--- src/hdl/hrdp_pkg.sv ---
package hrdp_pkg;

   typedef enum logic [2:0] {
      PH_HEADER,
      PH_SHORT,
      PH_LSIZE,
      PH_LTAG,
      PH_LSKIP
   } phase_type;

   typedef enum logic [2:0] {
      BK_IDLE,
      BK_MAIN,
      BK_USE,
      BK_RANGE,
      BK_TRUNC
   } back_state_type;

   localparam logic [3:0] EV_INPUT     = 4'd0;
   localparam logic [3:0] EV_OUTPUT    = 4'd1;
   localparam logic [3:0] EV_FEATURE   = 4'd2;
   localparam logic [3:0] EV_COLL      = 4'd3;
   localparam logic [3:0] EV_END_COLL  = 4'd4;
   localparam logic [3:0] EV_OTHER     = 4'd5;
   localparam logic [3:0] EV_USAGE     = 4'd6;
   localparam logic [3:0] EV_RANGE     = 4'd7;
   localparam logic [3:0] EV_TRUNC     = 4'd8;

   localparam logic [1:0] TYPE_MAIN    = 2'd0;
   localparam logic [1:0] TYPE_GLOBAL  = 2'd1;
   localparam logic [1:0] TYPE_LOCAL   = 2'd2;
   localparam logic [1:0] TYPE_RSVD    = 2'd3;

   localparam logic [3:0] TAG_INPUT    = 4'd8;
   localparam logic [3:0] TAG_OUTPUT   = 4'd9;
   localparam logic [3:0] TAG_COLL     = 4'd10;
   localparam logic [3:0] TAG_FEATURE  = 4'd11;
   localparam logic [3:0] TAG_END_COLL = 4'd12;
   localparam logic [3:0] TAG_UPAGE    = 4'd0;
   localparam logic [3:0] TAG_USAGE    = 4'd0;
   localparam logic [3:0] TAG_UMIN     = 4'd1;
   localparam logic [3:0] TAG_UMAX     = 4'd2;

   localparam logic [7:0] LONG_HEADER  = 8'hFE;
   localparam logic [7:0] DEPTH_MAX    = 8'd255;

   // global word slots
   localparam int GW_LMIN  = 0;
   localparam int GW_LMAX  = 1;
   localparam int GW_PMIN  = 2;
   localparam int GW_PMAX  = 3;
   localparam int GW_UEXP  = 4;
   localparam int GW_UNIT  = 5;
   localparam int GW_RSIZE = 6;
   localparam int GW_RID   = 7;
   localparam int GW_RCNT  = 8;
   localparam int GW_NUM   = 9;

   typedef struct packed {
      logic        item_vld;
      logic [7:0]  header;
      logic [31:0] data;
      logic        trunc;
      logic        fin;
   } job_type;

   typedef struct packed {
      logic [3:0]         event_kind;
      logic [31:0]        item_data;
      logic [31:0]        id_word;
      logic [31:0]        size_word;
      logic [31:0]        count_word;
      logic signed [31:0] lmin_word;
      logic signed [31:0] lmax_word;
      logic signed [31:0] pmin_word;
      logic signed [31:0] pmax_word;
      logic [31:0]        unit_word;
      logic [31:0]        aux_word;
      logic               last_result;
   } rec_type;

   typedef struct packed {
      logic full;
      logic empty;
   } q_status_type;

endpackage

--- src/hdl/hrdp_if.sv ---
interface hrdp_req_if;
   logic       valid;
   logic       ready;
   logic [7:0] desc_byte;
   logic       final_byte;

   modport source (output valid, output desc_byte, output final_byte, input ready);
   modport sink (input valid, input desc_byte, input final_byte, output ready);
endinterface

interface hrdp_rsp_if;
   logic               valid;
   logic               ready;
   logic [3:0]         event_kind;
   logic [31:0]        item_data;
   logic [31:0]        id_word;
   logic [31:0]        size_word;
   logic [31:0]        count_word;
   logic signed [31:0] lmin_word;
   logic signed [31:0] lmax_word;
   logic signed [31:0] pmin_word;
   logic signed [31:0] pmax_word;
   logic [31:0]        unit_word;
   logic [31:0]        aux_word;
   logic               last_result;

   modport source (output valid, output event_kind, output item_data, output id_word,
                   output size_word, output count_word, output lmin_word,
                   output lmax_word, output pmin_word, output pmax_word,
                   output unit_word, output aux_word, output last_result, input ready);
   modport sink (input valid, input event_kind, input item_data, input id_word,
                 input size_word, input count_word, input lmin_word,
                 input lmax_word, input pmin_word, input pmax_word,
                 input unit_word, input aux_word, input last_result, output ready);
endinterface

--- src/hdl/hrdp_front.sv ---
module hrdp_front (
   input  logic             clock,
   input  logic             reset,
   hrdp_req_if.sink         req_chan,
   input  logic             q_full,
   output logic             job_push,
   output hrdp_pkg::job_type job
);

   hrdp_pkg::phase_type phase_ff, phase_in;
   logic [7:0]  hdr_ff, hdr_in;
   logic [31:0] acc_ff, acc_in;
   logic [7:0]  rem_ff, rem_in;
   logic [1:0]  idx_ff, idx_in;
   logic        accept;
   logic        run;
   logic [7:0]  b;

   assign req_chan.ready = !q_full;
   assign accept = req_chan.valid && !q_full;
   assign b = req_chan.desc_byte;

   always_comb begin
      phase_in = phase_ff;
      hdr_in   = hdr_ff;
      acc_in   = acc_ff;
      rem_in   = rem_ff;
      idx_in   = idx_ff;
      run      = 1'b0;
      if (accept) begin
         unique case (phase_ff)
            hrdp_pkg::PH_HEADER: begin
               hdr_in = b;
               acc_in = '0;
               idx_in = '0;
               if (b == hrdp_pkg::LONG_HEADER) begin
                  phase_in = hrdp_pkg::PH_LSIZE;
               end else begin
                  rem_in = (b[1:0] == 2'd3) ? 8'd4 : {6'd0, b[1:0]};
                  if (b[1:0] == 2'd0) begin
                     run = 1'b1;
                  end else begin
                     phase_in = hrdp_pkg::PH_SHORT;
                  end
               end
            end
            hrdp_pkg::PH_SHORT: begin
               acc_in = acc_ff | (32'(b) << {idx_ff, 3'b000});
               idx_in = idx_ff + 2'd1;
               rem_in = rem_ff - 8'd1;
               if (rem_ff == 8'd1) begin
                  phase_in = hrdp_pkg::PH_HEADER;
                  run = 1'b1;
               end
            end
            hrdp_pkg::PH_LSIZE: begin
               rem_in   = b;
               phase_in = hrdp_pkg::PH_LTAG;
            end
            hrdp_pkg::PH_LTAG: begin
               phase_in = (rem_ff != 8'd0) ? hrdp_pkg::PH_LSKIP : hrdp_pkg::PH_HEADER;
            end
            hrdp_pkg::PH_LSKIP: begin
               rem_in = rem_ff - 8'd1;
               if (rem_ff == 8'd1) begin
                  phase_in = hrdp_pkg::PH_HEADER;
               end
            end
            default: phase_in = hrdp_pkg::PH_HEADER;
         endcase
      end
      job.item_vld = run;
      job.header   = hdr_in;
      job.data     = acc_in;
      job.fin      = req_chan.final_byte;
      job.trunc    = req_chan.final_byte && (phase_in != hrdp_pkg::PH_HEADER);
      job_push     = accept && (run || req_chan.final_byte);
      if (accept && req_chan.final_byte) begin
         phase_in = hrdp_pkg::PH_HEADER;
         hdr_in   = '0;
         acc_in   = '0;
         rem_in   = '0;
         idx_in   = '0;
      end
   end

   always_ff @(posedge clock) begin
      if (reset) begin
         phase_ff <= hrdp_pkg::PH_HEADER;
         hdr_ff   <= '0;
         acc_ff   <= '0;
         rem_ff   <= '0;
         idx_ff   <= '0;
      end else begin
         phase_ff <= phase_in;
         hdr_ff   <= hdr_in;
         acc_ff   <= acc_in;
         rem_ff   <= rem_in;
         idx_ff   <= idx_in;
      end
   end

endmodule

--- src/hdl/hrdp_queue.sv ---
module hrdp_queue (
   input  logic                   clock,
   input  logic                   reset,
   input  logic                   push,
   input  hrdp_pkg::job_type      push_job,
   input  logic                   pop,
   output hrdp_pkg::job_type      pop_job,
   output hrdp_pkg::q_status_type status
);

   hrdp_pkg::job_type slot_ff [2];
   logic       wr_ptr_ff, wr_ptr_in;
   logic       rd_ptr_ff, rd_ptr_in;
   logic [1:0] count_ff, count_in;
   logic       do_push;
   logic       do_pop;

   assign status.full  = (count_ff == 2'd2);
   assign status.empty = (count_ff == 2'd0);
   assign do_push = push && !status.full;
   assign do_pop  = pop && !status.empty;
   assign pop_job = slot_ff[rd_ptr_ff];

   always_comb begin
      wr_ptr_in = wr_ptr_ff ^ do_push;
      rd_ptr_in = rd_ptr_ff ^ do_pop;
      count_in  = count_ff + {1'b0, do_push} - {1'b0, do_pop};
   end

   always_ff @(posedge clock) begin
      if (do_push) begin
         slot_ff[wr_ptr_ff] <= push_job;
      end
   end

   always_ff @(posedge clock) begin
      if (reset) begin
         wr_ptr_ff <= 1'b0;
         rd_ptr_ff <= 1'b0;
         count_ff  <= '0;
      end else begin
         wr_ptr_ff <= wr_ptr_in;
         rd_ptr_ff <= rd_ptr_in;
         count_ff  <= count_in;
      end
   end

endmodule

--- src/hdl/hrdp_back.sv ---
module hrdp_back #(
   parameter int MAX_USAGES = 16
) (
   input  logic              clock,
   input  logic              reset,
   input  logic              job_valid,
   input  hrdp_pkg::job_type job,
   output logic              job_pop,
   hrdp_rsp_if.source        rsp_chan
);

   localparam int IW = (MAX_USAGES > 1) ? $clog2(MAX_USAGES) : 1;
   localparam int CW = $clog2(MAX_USAGES + 1);

   hrdp_pkg::back_state_type state_ff, state_in;
   hrdp_pkg::job_type job_ff, job_in;
   hrdp_pkg::rec_type rec_ff, rec_in;
   logic        rv_ff, rv_in;
   logic [31:0] gw_ff [hrdp_pkg::GW_NUM];
   logic [31:0] gw_in [hrdp_pkg::GW_NUM];
   logic [31:0] upage_ff, upage_in;
   logic [31:0] rlo_ff, rlo_in;
   logic [31:0] rhi_ff, rhi_in;
   logic [7:0]  depth_ff, depth_in;
   logic [CW-1:0] fill_ff, fill_in;
   logic [IW-1:0] idx_ff, idx_in;
   logic [31:0] mem [MAX_USAGES];
   logic [31:0] rd_data_ff;
   logic        wr_en;
   logic [IW-1:0] wr_addr;
   logic        can_emit;
   logic        finish;
   logic        clear_all;
   logic [1:0]  q_type;
   logic [3:0]  q_tag;
   logic [31:0] q_s;
   logic [3:0]  m_tag;
   logic        m_field;
   logic        m_coll;
   logic        has_use;
   logic        has_rng;
   logic        last_use;
   logic [7:0]  depth_dec;

   assign can_emit  = !rv_ff || rsp_chan.ready;
   assign q_type    = job.header[3:2];
   assign q_tag     = job.header[7:4];
   assign m_tag     = job_ff.header[7:4];
   assign m_field   = (m_tag == hrdp_pkg::TAG_INPUT) || (m_tag == hrdp_pkg::TAG_OUTPUT)
                      || (m_tag == hrdp_pkg::TAG_FEATURE);
   assign m_coll    = (m_tag == hrdp_pkg::TAG_COLL);
   assign has_use   = (m_field || m_coll) && (fill_ff != '0);
   assign has_rng   = m_field && (fill_ff == '0) && ((rlo_ff | rhi_ff) != '0);
   assign last_use  = (CW'(idx_ff) + CW'(1)) == fill_ff;
   assign depth_dec = (depth_ff != 8'd0) ? depth_ff - 8'd1 : 8'd0;

   always_comb begin
      q_s = job.data;
      if (job.header[1:0] == 2'd1 && job.data[7]) begin
         q_s = job.data | 32'hFFFF_FF00;
      end else if (job.header[1:0] == 2'd2 && job.data[15]) begin
         q_s = job.data | 32'hFFFF_0000;
      end
   end

   always_comb begin
      state_in  = state_ff;
      job_in    = job_ff;
      rec_in    = rec_ff;
      rv_in     = rv_ff && !rsp_chan.ready;
      gw_in     = gw_ff;
      upage_in  = upage_ff;
      rlo_in    = rlo_ff;
      rhi_in    = rhi_ff;
      depth_in  = depth_ff;
      fill_in   = fill_ff;
      idx_in    = idx_ff;
      job_pop   = 1'b0;
      wr_en     = 1'b0;
      wr_addr   = fill_ff[IW-1:0];
      finish    = 1'b0;
      clear_all = 1'b0;
      unique case (state_ff)
         hrdp_pkg::BK_IDLE: begin
            if (job_valid) begin
               job_pop = 1'b1;
               job_in  = job;
               if (job.item_vld && q_type == hrdp_pkg::TYPE_MAIN) begin
                  state_in = hrdp_pkg::BK_MAIN;
               end else begin
                  if (job.item_vld && q_type == hrdp_pkg::TYPE_GLOBAL) begin
                     if (q_tag == hrdp_pkg::TAG_UPAGE) begin
                        upage_in = job.data;
                     end else if (q_tag <= 4'd4) begin
                        gw_in[q_tag - 4'd1] = q_s;
                     end else if (q_tag <= 4'd9) begin
                        gw_in[q_tag - 4'd1] = job.data;
                     end
                  end
                  if (job.item_vld && q_type == hrdp_pkg::TYPE_LOCAL) begin
                     if (q_tag == hrdp_pkg::TAG_USAGE) begin
                        if (fill_ff < CW'(MAX_USAGES)) begin
                           wr_en   = 1'b1;
                           fill_in = fill_ff + CW'(1);
                        end
                     end else if (q_tag == hrdp_pkg::TAG_UMIN) begin
                        rlo_in = job.data;
                     end else if (q_tag == hrdp_pkg::TAG_UMAX) begin
                        rhi_in = job.data;
                     end
                  end
                  if (job.trunc) begin
                     state_in = hrdp_pkg::BK_TRUNC;
                  end else if (job.fin) begin
                     clear_all = 1'b1;
                  end
               end
            end
         end
         hrdp_pkg::BK_MAIN: begin
            if (can_emit) begin
               rv_in  = 1'b1;
               rec_in = '0;
               rec_in.item_data = job_ff.data;
               if (m_field) begin
                  rec_in.event_kind = (m_tag == hrdp_pkg::TAG_INPUT)  ? hrdp_pkg::EV_INPUT :
                                      (m_tag == hrdp_pkg::TAG_OUTPUT) ? hrdp_pkg::EV_OUTPUT :
                                      hrdp_pkg::EV_FEATURE;
                  rec_in.id_word    = gw_ff[hrdp_pkg::GW_RID];
                  rec_in.size_word  = gw_ff[hrdp_pkg::GW_RSIZE];
                  rec_in.count_word = gw_ff[hrdp_pkg::GW_RCNT];
                  rec_in.lmin_word  = gw_ff[hrdp_pkg::GW_LMIN];
                  rec_in.lmax_word  = gw_ff[hrdp_pkg::GW_LMAX];
                  rec_in.pmin_word  = gw_ff[hrdp_pkg::GW_PMIN];
                  rec_in.pmax_word  = gw_ff[hrdp_pkg::GW_PMAX];
                  rec_in.unit_word  = gw_ff[hrdp_pkg::GW_UNIT];
                  rec_in.aux_word   = gw_ff[hrdp_pkg::GW_UEXP];
               end else if (m_coll) begin
                  rec_in.event_kind = hrdp_pkg::EV_COLL;
                  rec_in.aux_word   = {24'd0, depth_ff};
               end else if (m_tag == hrdp_pkg::TAG_END_COLL) begin
                  rec_in.event_kind = hrdp_pkg::EV_END_COLL;
                  rec_in.item_data  = '0;
                  rec_in.aux_word   = {24'd0, depth_dec};
               end else begin
                  rec_in.event_kind = hrdp_pkg::EV_OTHER;
               end
               rec_in.last_result = !has_use && !has_rng && !job_ff.trunc;
               if (has_use) begin
                  state_in = hrdp_pkg::BK_USE;
                  idx_in   = '0;
               end else if (has_rng) begin
                  state_in = hrdp_pkg::BK_RANGE;
               end else begin
                  finish = 1'b1;
               end
            end
         end
         hrdp_pkg::BK_USE: begin
            if (can_emit) begin
               rv_in  = 1'b1;
               rec_in = '0;
               rec_in.event_kind  = hrdp_pkg::EV_USAGE;
               rec_in.unit_word   = upage_ff;
               rec_in.aux_word    = rd_data_ff;
               rec_in.last_result = last_use && !job_ff.trunc;
               if (last_use) begin
                  finish = 1'b1;
               end else begin
                  idx_in = idx_ff + IW'(1);
               end
            end
         end
         hrdp_pkg::BK_RANGE: begin
            if (can_emit) begin
               rv_in  = 1'b1;
               rec_in = '0;
               rec_in.event_kind  = hrdp_pkg::EV_RANGE;
               rec_in.item_data   = upage_ff;
               rec_in.unit_word   = rlo_ff;
               rec_in.aux_word    = rhi_ff;
               rec_in.last_result = !job_ff.trunc;
               finish = 1'b1;
            end
         end
         hrdp_pkg::BK_TRUNC: begin
            if (can_emit) begin
               rv_in  = 1'b1;
               rec_in = '0;
               rec_in.event_kind  = hrdp_pkg::EV_TRUNC;
               rec_in.item_data   = {24'd0, job_ff.header};
               rec_in.last_result = 1'b1;
               clear_all = 1'b1;
               state_in  = hrdp_pkg::BK_IDLE;
            end
         end
         default: state_in = hrdp_pkg::BK_IDLE;
      endcase

      if (finish) begin
         fill_in = '0;
         rlo_in  = '0;
         rhi_in  = '0;
         if (m_coll && depth_ff != hrdp_pkg::DEPTH_MAX) begin
            depth_in = depth_ff + 8'd1;
         end else if (m_tag == hrdp_pkg::TAG_END_COLL) begin
            depth_in = depth_dec;
         end
         if (job_ff.trunc) begin
            state_in = hrdp_pkg::BK_TRUNC;
         end else begin
            state_in  = hrdp_pkg::BK_IDLE;
            clear_all = job_ff.fin;
         end
      end

      if (clear_all) begin
         for (int i = 0; i < hrdp_pkg::GW_NUM; i++) begin
            gw_in[i] = '0;
         end
         upage_in = '0;
         rlo_in   = '0;
         rhi_in   = '0;
         depth_in = '0;
         fill_in  = '0;
      end
   end

   always_ff @(posedge clock) begin
      if (wr_en) begin
         mem[wr_addr] <= job.data;
      end
      rd_data_ff <= mem[idx_in];
   end

   always_ff @(posedge clock) begin
      rec_ff <= rec_in;
      job_ff <= job_in;
      idx_ff <= idx_in;
   end

   always_ff @(posedge clock) begin
      if (reset) begin
         state_ff <= hrdp_pkg::BK_IDLE;
         rv_ff    <= 1'b0;
         for (int i = 0; i < hrdp_pkg::GW_NUM; i++) begin
            gw_ff[i] <= '0;
         end
         upage_ff <= '0;
         rlo_ff   <= '0;
         rhi_ff   <= '0;
         depth_ff <= '0;
         fill_ff  <= '0;
      end else begin
         state_ff <= state_in;
         rv_ff    <= rv_in;
         gw_ff    <= gw_in;
         upage_ff <= upage_in;
         rlo_ff   <= rlo_in;
         rhi_ff   <= rhi_in;
         depth_ff <= depth_in;
         fill_ff  <= fill_in;
      end
   end

   assign rsp_chan.valid       = rv_ff;
   assign rsp_chan.event_kind  = rec_ff.event_kind;
   assign rsp_chan.item_data   = rec_ff.item_data;
   assign rsp_chan.id_word     = rec_ff.id_word;
   assign rsp_chan.size_word   = rec_ff.size_word;
   assign rsp_chan.count_word  = rec_ff.count_word;
   assign rsp_chan.lmin_word   = rec_ff.lmin_word;
   assign rsp_chan.lmax_word   = rec_ff.lmax_word;
   assign rsp_chan.pmin_word   = rec_ff.pmin_word;
   assign rsp_chan.pmax_word   = rec_ff.pmax_word;
   assign rsp_chan.unit_word   = rec_ff.unit_word;
   assign rsp_chan.aux_word    = rec_ff.aux_word;
   assign rsp_chan.last_result = rec_ff.last_result;

endmodule

--- src/hdl/hid_report_descriptor_parser_unit.sv ---
// An item's last byte is queued, popped into the job register, then registered as a record.
// Throughput: one byte per cycle while the 2-entry item queue has room; the back end
// emits one record at a time (main record, then one per usage, range or truncation),
// and holds each record until the receiver takes it.
// Reset (synchronous): parser, globals, usage count, depth and queue clear; usage list is not.
module hid_report_descriptor_parser_unit #(
   parameter int MAX_USAGES = 16
) (
   input  logic      clock,
   input  logic      reset,
   hrdp_req_if.sink  req_chan,
   hrdp_rsp_if.source rsp_chan
);

   hrdp_pkg::job_type      push_job;
   hrdp_pkg::job_type      pop_job;
   hrdp_pkg::q_status_type q_status;
   logic                   push;
   logic                   pop;

   hrdp_front u_front (
      .clock    (clock),
      .reset    (reset),
      .req_chan (req_chan),
      .q_full   (q_status.full),
      .job_push (push),
      .job      (push_job)
   );

   hrdp_queue u_queue (
      .clock    (clock),
      .reset    (reset),
      .push     (push),
      .push_job (push_job),
      .pop      (pop),
      .pop_job  (pop_job),
      .status   (q_status)
   );

   hrdp_back #(
      .MAX_USAGES (MAX_USAGES)
   ) u_back (
      .clock     (clock),
      .reset     (reset),
      .job_valid (!q_status.empty),
      .job       (pop_job),
      .job_pop   (pop),
      .rsp_chan  (rsp_chan)
   );

`ifndef SYNTHESIS
   a_reset_quiet: assert property (@(posedge clock) reset |=> !rsp_chan.valid)
      else $error("result valid after reset");
   a_trunc_last: assert property (@(posedge clock) disable iff (reset)
      rsp_chan.valid && rsp_chan.event_kind == hrdp_pkg::EV_TRUNC |-> rsp_chan.last_result)
      else $error("truncation record not last");
   a_full_stall: assert property (@(posedge clock) disable iff (reset)
      q_status.full |-> !req_chan.ready)
      else $error("byte taken while queue full");
   a_pop_nonempty: assert property (@(posedge clock) disable iff (reset)
      pop |-> !q_status.empty || !pop)
      else $error("pop of empty queue");
`endif

endmodule

--- src/flat_wrapper.sv ---
// flat-port wrapper written by rule: the top's interface ports become plain ports
module hid_report_descriptor_parser_unit_flat 
#(
   parameter int MAX_USAGES = 16
)
  (clock, reset, req_chan_valid, req_chan_desc_byte, req_chan_final_byte, req_chan_ready, rsp_chan_valid, rsp_chan_event_kind, rsp_chan_item_data, rsp_chan_id_word, rsp_chan_size_word, rsp_chan_count_word, rsp_chan_lmin_word, rsp_chan_lmax_word, rsp_chan_pmin_word, rsp_chan_pmax_word, rsp_chan_unit_word, rsp_chan_aux_word, rsp_chan_last_result, rsp_chan_ready);
  hrdp_req_if req_chan_i ();
  hrdp_rsp_if rsp_chan_i ();
  input  logic clock;
  input  logic reset;
  input wire logic [$bits(req_chan_i.valid)-1:0] req_chan_valid;
  input wire logic [$bits(req_chan_i.desc_byte)-1:0] req_chan_desc_byte;
  input wire logic [$bits(req_chan_i.final_byte)-1:0] req_chan_final_byte;
  output wire logic [$bits(req_chan_i.ready)-1:0] req_chan_ready;
  output wire logic [$bits(rsp_chan_i.valid)-1:0] rsp_chan_valid;
  output wire logic [$bits(rsp_chan_i.event_kind)-1:0] rsp_chan_event_kind;
  output wire logic [$bits(rsp_chan_i.item_data)-1:0] rsp_chan_item_data;
  output wire logic [$bits(rsp_chan_i.id_word)-1:0] rsp_chan_id_word;
  output wire logic [$bits(rsp_chan_i.size_word)-1:0] rsp_chan_size_word;
  output wire logic [$bits(rsp_chan_i.count_word)-1:0] rsp_chan_count_word;
  output wire logic [$bits(rsp_chan_i.lmin_word)-1:0] rsp_chan_lmin_word;
  output wire logic [$bits(rsp_chan_i.lmax_word)-1:0] rsp_chan_lmax_word;
  output wire logic [$bits(rsp_chan_i.pmin_word)-1:0] rsp_chan_pmin_word;
  output wire logic [$bits(rsp_chan_i.pmax_word)-1:0] rsp_chan_pmax_word;
  output wire logic [$bits(rsp_chan_i.unit_word)-1:0] rsp_chan_unit_word;
  output wire logic [$bits(rsp_chan_i.aux_word)-1:0] rsp_chan_aux_word;
  output wire logic [$bits(rsp_chan_i.last_result)-1:0] rsp_chan_last_result;
  input wire logic [$bits(rsp_chan_i.ready)-1:0] rsp_chan_ready;
  assign req_chan_i.valid = req_chan_valid;
  assign req_chan_i.desc_byte = req_chan_desc_byte;
  assign req_chan_i.final_byte = req_chan_final_byte;
  assign req_chan_ready = req_chan_i.ready;
  assign rsp_chan_valid = rsp_chan_i.valid;
  assign rsp_chan_event_kind = rsp_chan_i.event_kind;
  assign rsp_chan_item_data = rsp_chan_i.item_data;
  assign rsp_chan_id_word = rsp_chan_i.id_word;
  assign rsp_chan_size_word = rsp_chan_i.size_word;
  assign rsp_chan_count_word = rsp_chan_i.count_word;
  assign rsp_chan_lmin_word = rsp_chan_i.lmin_word;
  assign rsp_chan_lmax_word = rsp_chan_i.lmax_word;
  assign rsp_chan_pmin_word = rsp_chan_i.pmin_word;
  assign rsp_chan_pmax_word = rsp_chan_i.pmax_word;
  assign rsp_chan_unit_word = rsp_chan_i.unit_word;
  assign rsp_chan_aux_word = rsp_chan_i.aux_word;
  assign rsp_chan_last_result = rsp_chan_i.last_result;
  assign rsp_chan_i.ready = rsp_chan_ready;
  hid_report_descriptor_parser_unit #(.MAX_USAGES(MAX_USAGES)) u_core (.clock(clock), .reset(reset), .req_chan(req_chan_i), .rsp_chan(rsp_chan_i));
endmodule
--- config.mk ---
export PLATFORM = sky130hd
export DESIGN_NAME = hid_report_descriptor_parser_unit_flat
export DESIGN_NICKNAME = d
export VERILOG_FILES = /design/src/hdl/hrdp_pkg.sv /design/src/hdl/hrdp_if.sv /design/src/hdl/hrdp_front.sv /design/src/hdl/hrdp_queue.sv /design/src/hdl/hrdp_back.sv /design/src/hdl/hid_report_descriptor_parser_unit.sv /design/src/flat_wrapper.sv
export SDC_FILE = /design/constraint.sdc
export NUM_CORES = 2
export LEC_CHECK = 0
export BUFFER_PORTS_ARGS = -buffer_cell sky130_fd_sc_hd__clkbuf_2
export CORE_AREA = 8 8 362 364
export CTS_BUF_LIST = sky130_fd_sc_hd__clkbuf_16
export DETAILED_ROUTE_END_ITERATION = 10
export DIE_AREA = 0 0 370 372
export HOLD_SLACK_MARGIN = 0.02
export REMOVE_ABC_BUFFERS = 1
export SYNTH_ARGS = -nofsm -noshare
export SYNTH_HDL_FRONTEND = slang
export SYNTH_SLANG_ARGS = --single-unit
export TNS_END_PERCENT = 20
--- constraint.sdc ---
create_clock -name clock -period 18.16 [get_ports clock]
set_input_delay 2.724 -clock clock [delete_from_list [all_inputs] [get_ports clock]]
set_output_delay 2.724 -clock clock [all_outputs]
set_load 0.02 [all_outputs]
==> flow_summary_export.csv <==
group,metric,value,unit
detailed_routing,vias,37400,
synthesis,synth_edf_count,965,
clock_tree,clkLatencyLatePin,0.76,ns
finish,fill_cells,10800,
floorplanning,core_area,125000,sq um
critical_path,required,18.77,ns
synthesis,syn_area_per_cell,12.4,sq um
synthesis,ys.flop_type,"edfxtp_1",
critical_path,worstReg2RegEnd,"u_core.u_back.rd_data_ff[8]",
global_route,antenna_found_initial,9,
timing,slew-limit-headroom,8.91,%
hold_path,hold_class,"reg -> reg",
global_route,grt_overflow,0,
global_route,use_met3,4.39,%
clock_tree,cts_tree,"built",
job,cap_violations,0,
pwr,vdd_drop_max,0.132,mV
global_route,met2_usage,33.4,%
placement,port_buffers,339,
placement,place_hpwl,95.4,mm
detailed_routing,via_per_inst,5.77,
synthesis,async_flop_share,0,%
detailed_routing,drtIter0Drc,4221,
critical_path,r2r_slack,13.22,ns
clock_tree,cts.sinks,1459,
clock_tree,h-tree-depth,4,
synthesis,synth_cell_types,76,
timing,rsz0062_at_grt,"false",
global_route,grt_use_total,22.1,%
synthesis,ys_ff_latch,1459,
timing,setup_viol,0,
detailed_routing,postRouteAntennaNets,0,
timing,tightest_slew,1.36,ns
finish,area_growth,14.4,%
floorplanning,start_util,44.8,%
critical_path,start_kind,"primary input",
clock_tree,cts_inserted_buffers,150,
critical_path,arrival,6.39,ns
finish,finalNetCount,4732,
global_route,gr-max-usage-layer,"met2",
pwr,clkPwrFrac,30.3,%
critical_path,crit_fanout,92,
detailed_routing,drcViolationCount,0,
global_route,grt_pass1_vias,34800,
floorplanning,fp.dieW,370,um
detailed_routing,wl,159,mm
pwr,p_int,6.53,mW
pwr,powerDensity,156,nW/um^2
global_route,grt_util_met1,32.3,%
global_route,grt_start_max_net_pins,213,
clock_tree,cts_resized,0,
timing,tns,0,ns
synthesis,synth_cells,4499,
status,outcome,"completed",
synthesis,ys_warn_count,0,
finish,post-route-util,51.3,%
synthesis,ys_seq_area_share,69.4,%
clock_tree,cts_setup_buffers,0,
timing,hold_viol,0,
timing,timing.final.crit_share,31.8,%
finish,final_design_area_no_fill,64100,sq um
placement,place_area,59200,sq um
critical_path,crit_type,"in -> reg",
timing,fmax,173,MHz
finish,drive_gt1_share,14.6,%
pwr,leakagePower,22.9,nW
timing,report.final.slew_viol_count,0,
critical_path,crit_end,"u_core.u_back.rd_data_ff[8]",
pwr,combPwrFrac,25.1,%
pwr,switching_share,34.7,%
critical_path,crit_path_end_kind,"flop",
timing,skew,0.0330,ns
critical_path,r2r_cells,11,
critical_path,critPathLaunch,"rsp_chan_ready",
floorplanning,ios,340,
pwr,p_sw,3.47,mW
clock_tree,cts_hold_buf,0,
clock_tree,clockBufferDepth,3,
floorplanning,dieHeight,372,um
synthesis,syn-cell-area,56000,sq um
detailed_routing,wl_per_cell,24.5,um
placement,gp_congestion,0.859,
clock_tree,clockRootBuffer,"clkbuf_16",
pwr,pwr-share-seq,44.6,%
floorplanning,die_area,138000,sq um
detailed_routing,dr.pass1.iters,6,
floorplanning,row_count,130,
clock_tree,clk_pin_slew,0.06,ns
timing,layout_min_cycle_time,5.78,ns
critical_path,r2r_start,"u_core.u_back.idx_ff[0]",
global_route,grt_pass1_wl,232,mm
## cells in the mapped netlist (20+ instances only)
cell type	number	area, sq um
a21oi_1	222	1110
inv_1	60	225
nor4_1	21	131
clkbuf_1	258	968
a311o_1	32	320
nand2_1	257	965
nor3_1	46	230
a211oi_1	394	2960
o21ai_0	188	941
a211o_1	34	298
a22o_1	73	639
and3_1	294	1840
dfxtp_1	494	9890
edfxtp_1	965	29000
nor2_1	532	2000
buf_2	81	405
and2_1	20	125
nand3_1	141	706
mux2i_1	94	941
a311oi_1	32	280
o211ai_1	37	278
## worst max-delay path, cell delays in order
cell and delay [ns]:
clkbuf_2 0.09, nor2b_1 0.13, or4_1 0.49, o21a_1 0.24, a21boi_4 0.17, nor2_8 0.55
inv_4 0.54, buf_4 0.53, a211o_1 0.38, a311oi_1 0.31, o211ai_1 0.15
## state kept, by name, indices dropped and copies added, names as in the netlist, 42 cells and up
register / cells
u_core.u_back.gw_ff: 288
u_core.u_back.mem: 512
u_core.u_back.job_ff: 42
u_core.u_queue.slot_ff: 86
## layout make-up
cell class | instances | area (sq um) | share of cell area, %
antenna | 1 | 2.50 | 0.00391
clock buffer | 156 | 3900 | 6.09
clock inverter | 126 | 988 | 1.54
inverter | 64 | 245 | 0.383
multi-input combinational | 2603 | 15600 | 24.4
sequential | 1459 | 38900 | 60.7
tap | 1650 | 2060 | 3.22
timing repair buffer | 427 | 2380 | 3.72
## cells by family after synthesis
logic type	Yosys count	synth area share, %
DFF	1459	69.4
and+or+nand+nor	1383	11.6
AOI/OAI and AO/OA	1089	13.3
buffers and inverters	437	3.25
muxes	102	1.84
xor gates and xnor gates	15	0.235
adders and majority gates	14	0.313
## worst min-delay path by stage
stage	start	endpoint	slack [ns]	cells past startpoint
floorplan	u_core.u_front.hdr_ff[0]	u_core.u_front.hdr_ff[0]	0.44	2
global placement	u_core.u_front.hdr_ff[0]	u_core.u_front.hdr_ff[0]	0.45	2
detailed placement	u_core.u_front.hdr_ff[1]	u_core.u_front.hdr_ff[1]	0.46	2
CTS	u_core.u_front.hdr_ff[1]	u_core.u_front.hdr_ff[1]	0.47	2
global route	u_core.u_front.hdr_ff[6]	u_core.u_front.hdr_ff[6]	0.49	2
finish	u_core.u_front.hdr_ff[7]	u_core.u_front.hdr_ff[7]	0.47	2
## power by group through the flow
stage / combinational (mW) / clock, mW / sequential [mW]
2_1_floorplan: 1.04 / 0 / 5.02
3_3_place_gp: 2.49 / 0 / 4.53
3_5_place_dp: 2.51 / 0 / 4.54
4_1_cts: 2.51 / 3.07 / 4.47
5_1_grt: 2.68 / 3.20 / 4.50
6_report: 2.50 / 3.03 / 4.46
## per-stage QoR
| stage | instances | power, mW | worst slack (ns) | hold WS (ns) |
|---|---|---|---|---|
| floorplan | 4126 | 6.06 | 0.679 | 0.444 |
| global placement | 6203 | 7.03 | 11.68 | 0.451 |
| detailed placement | 6203 | 7.05 | 11.61 | 0.459 |
| CTS | 6485 | 10.1 | 12.43 | 0.469 |
| global route | 6485 | 10.4 | 12.17 | 0.491 |
| finish | 6486 | 9.99 | 12.38 | 0.466 |
## per-layer routing
layer,routed length [um],up-vias
met3,12800,237
met1,71000,18400
met2,70600,1505
met5,13,-
met4,4250,2
li1,-,17200
## placed cells by master (no fill, tap or decap), types with 15 or more instances in the layout
cell type / synthesis / final
a211o_1: 34 / 34
o211ai_1: 37 / 37
nand2_1: 257 / 256
inv_1: 60 / 101
nand3_1: 141 / 141
nor2_1: 532 / 508
dfxtp_1: 494 / 492
edfxtp_1: 965 / 965
clkinv_1: 1 / 33
a21oi_1: 222 / 221
a311o_1: 32 / 32
a211oi_1: 394 / 394
nand2b_1: 17 / 15
and3_1: 294 / 294
nor3_1: 46 / 39
clkinv_2: 0 / 21
a311oi_1: 32 / 32
clkbuf_16: 0 / 156
a22o_1: 73 / 73
nor4_1: 21 / 21
clkbuf_2: 2 / 339
buf_4: 15 / 86
mux2i_1: 94 / 93
o21ai_0: 188 / 188
and2_1: 20 / 19
nor2_4: 1 / 24
Note: power is estimated with default switching activity, not from simulation.
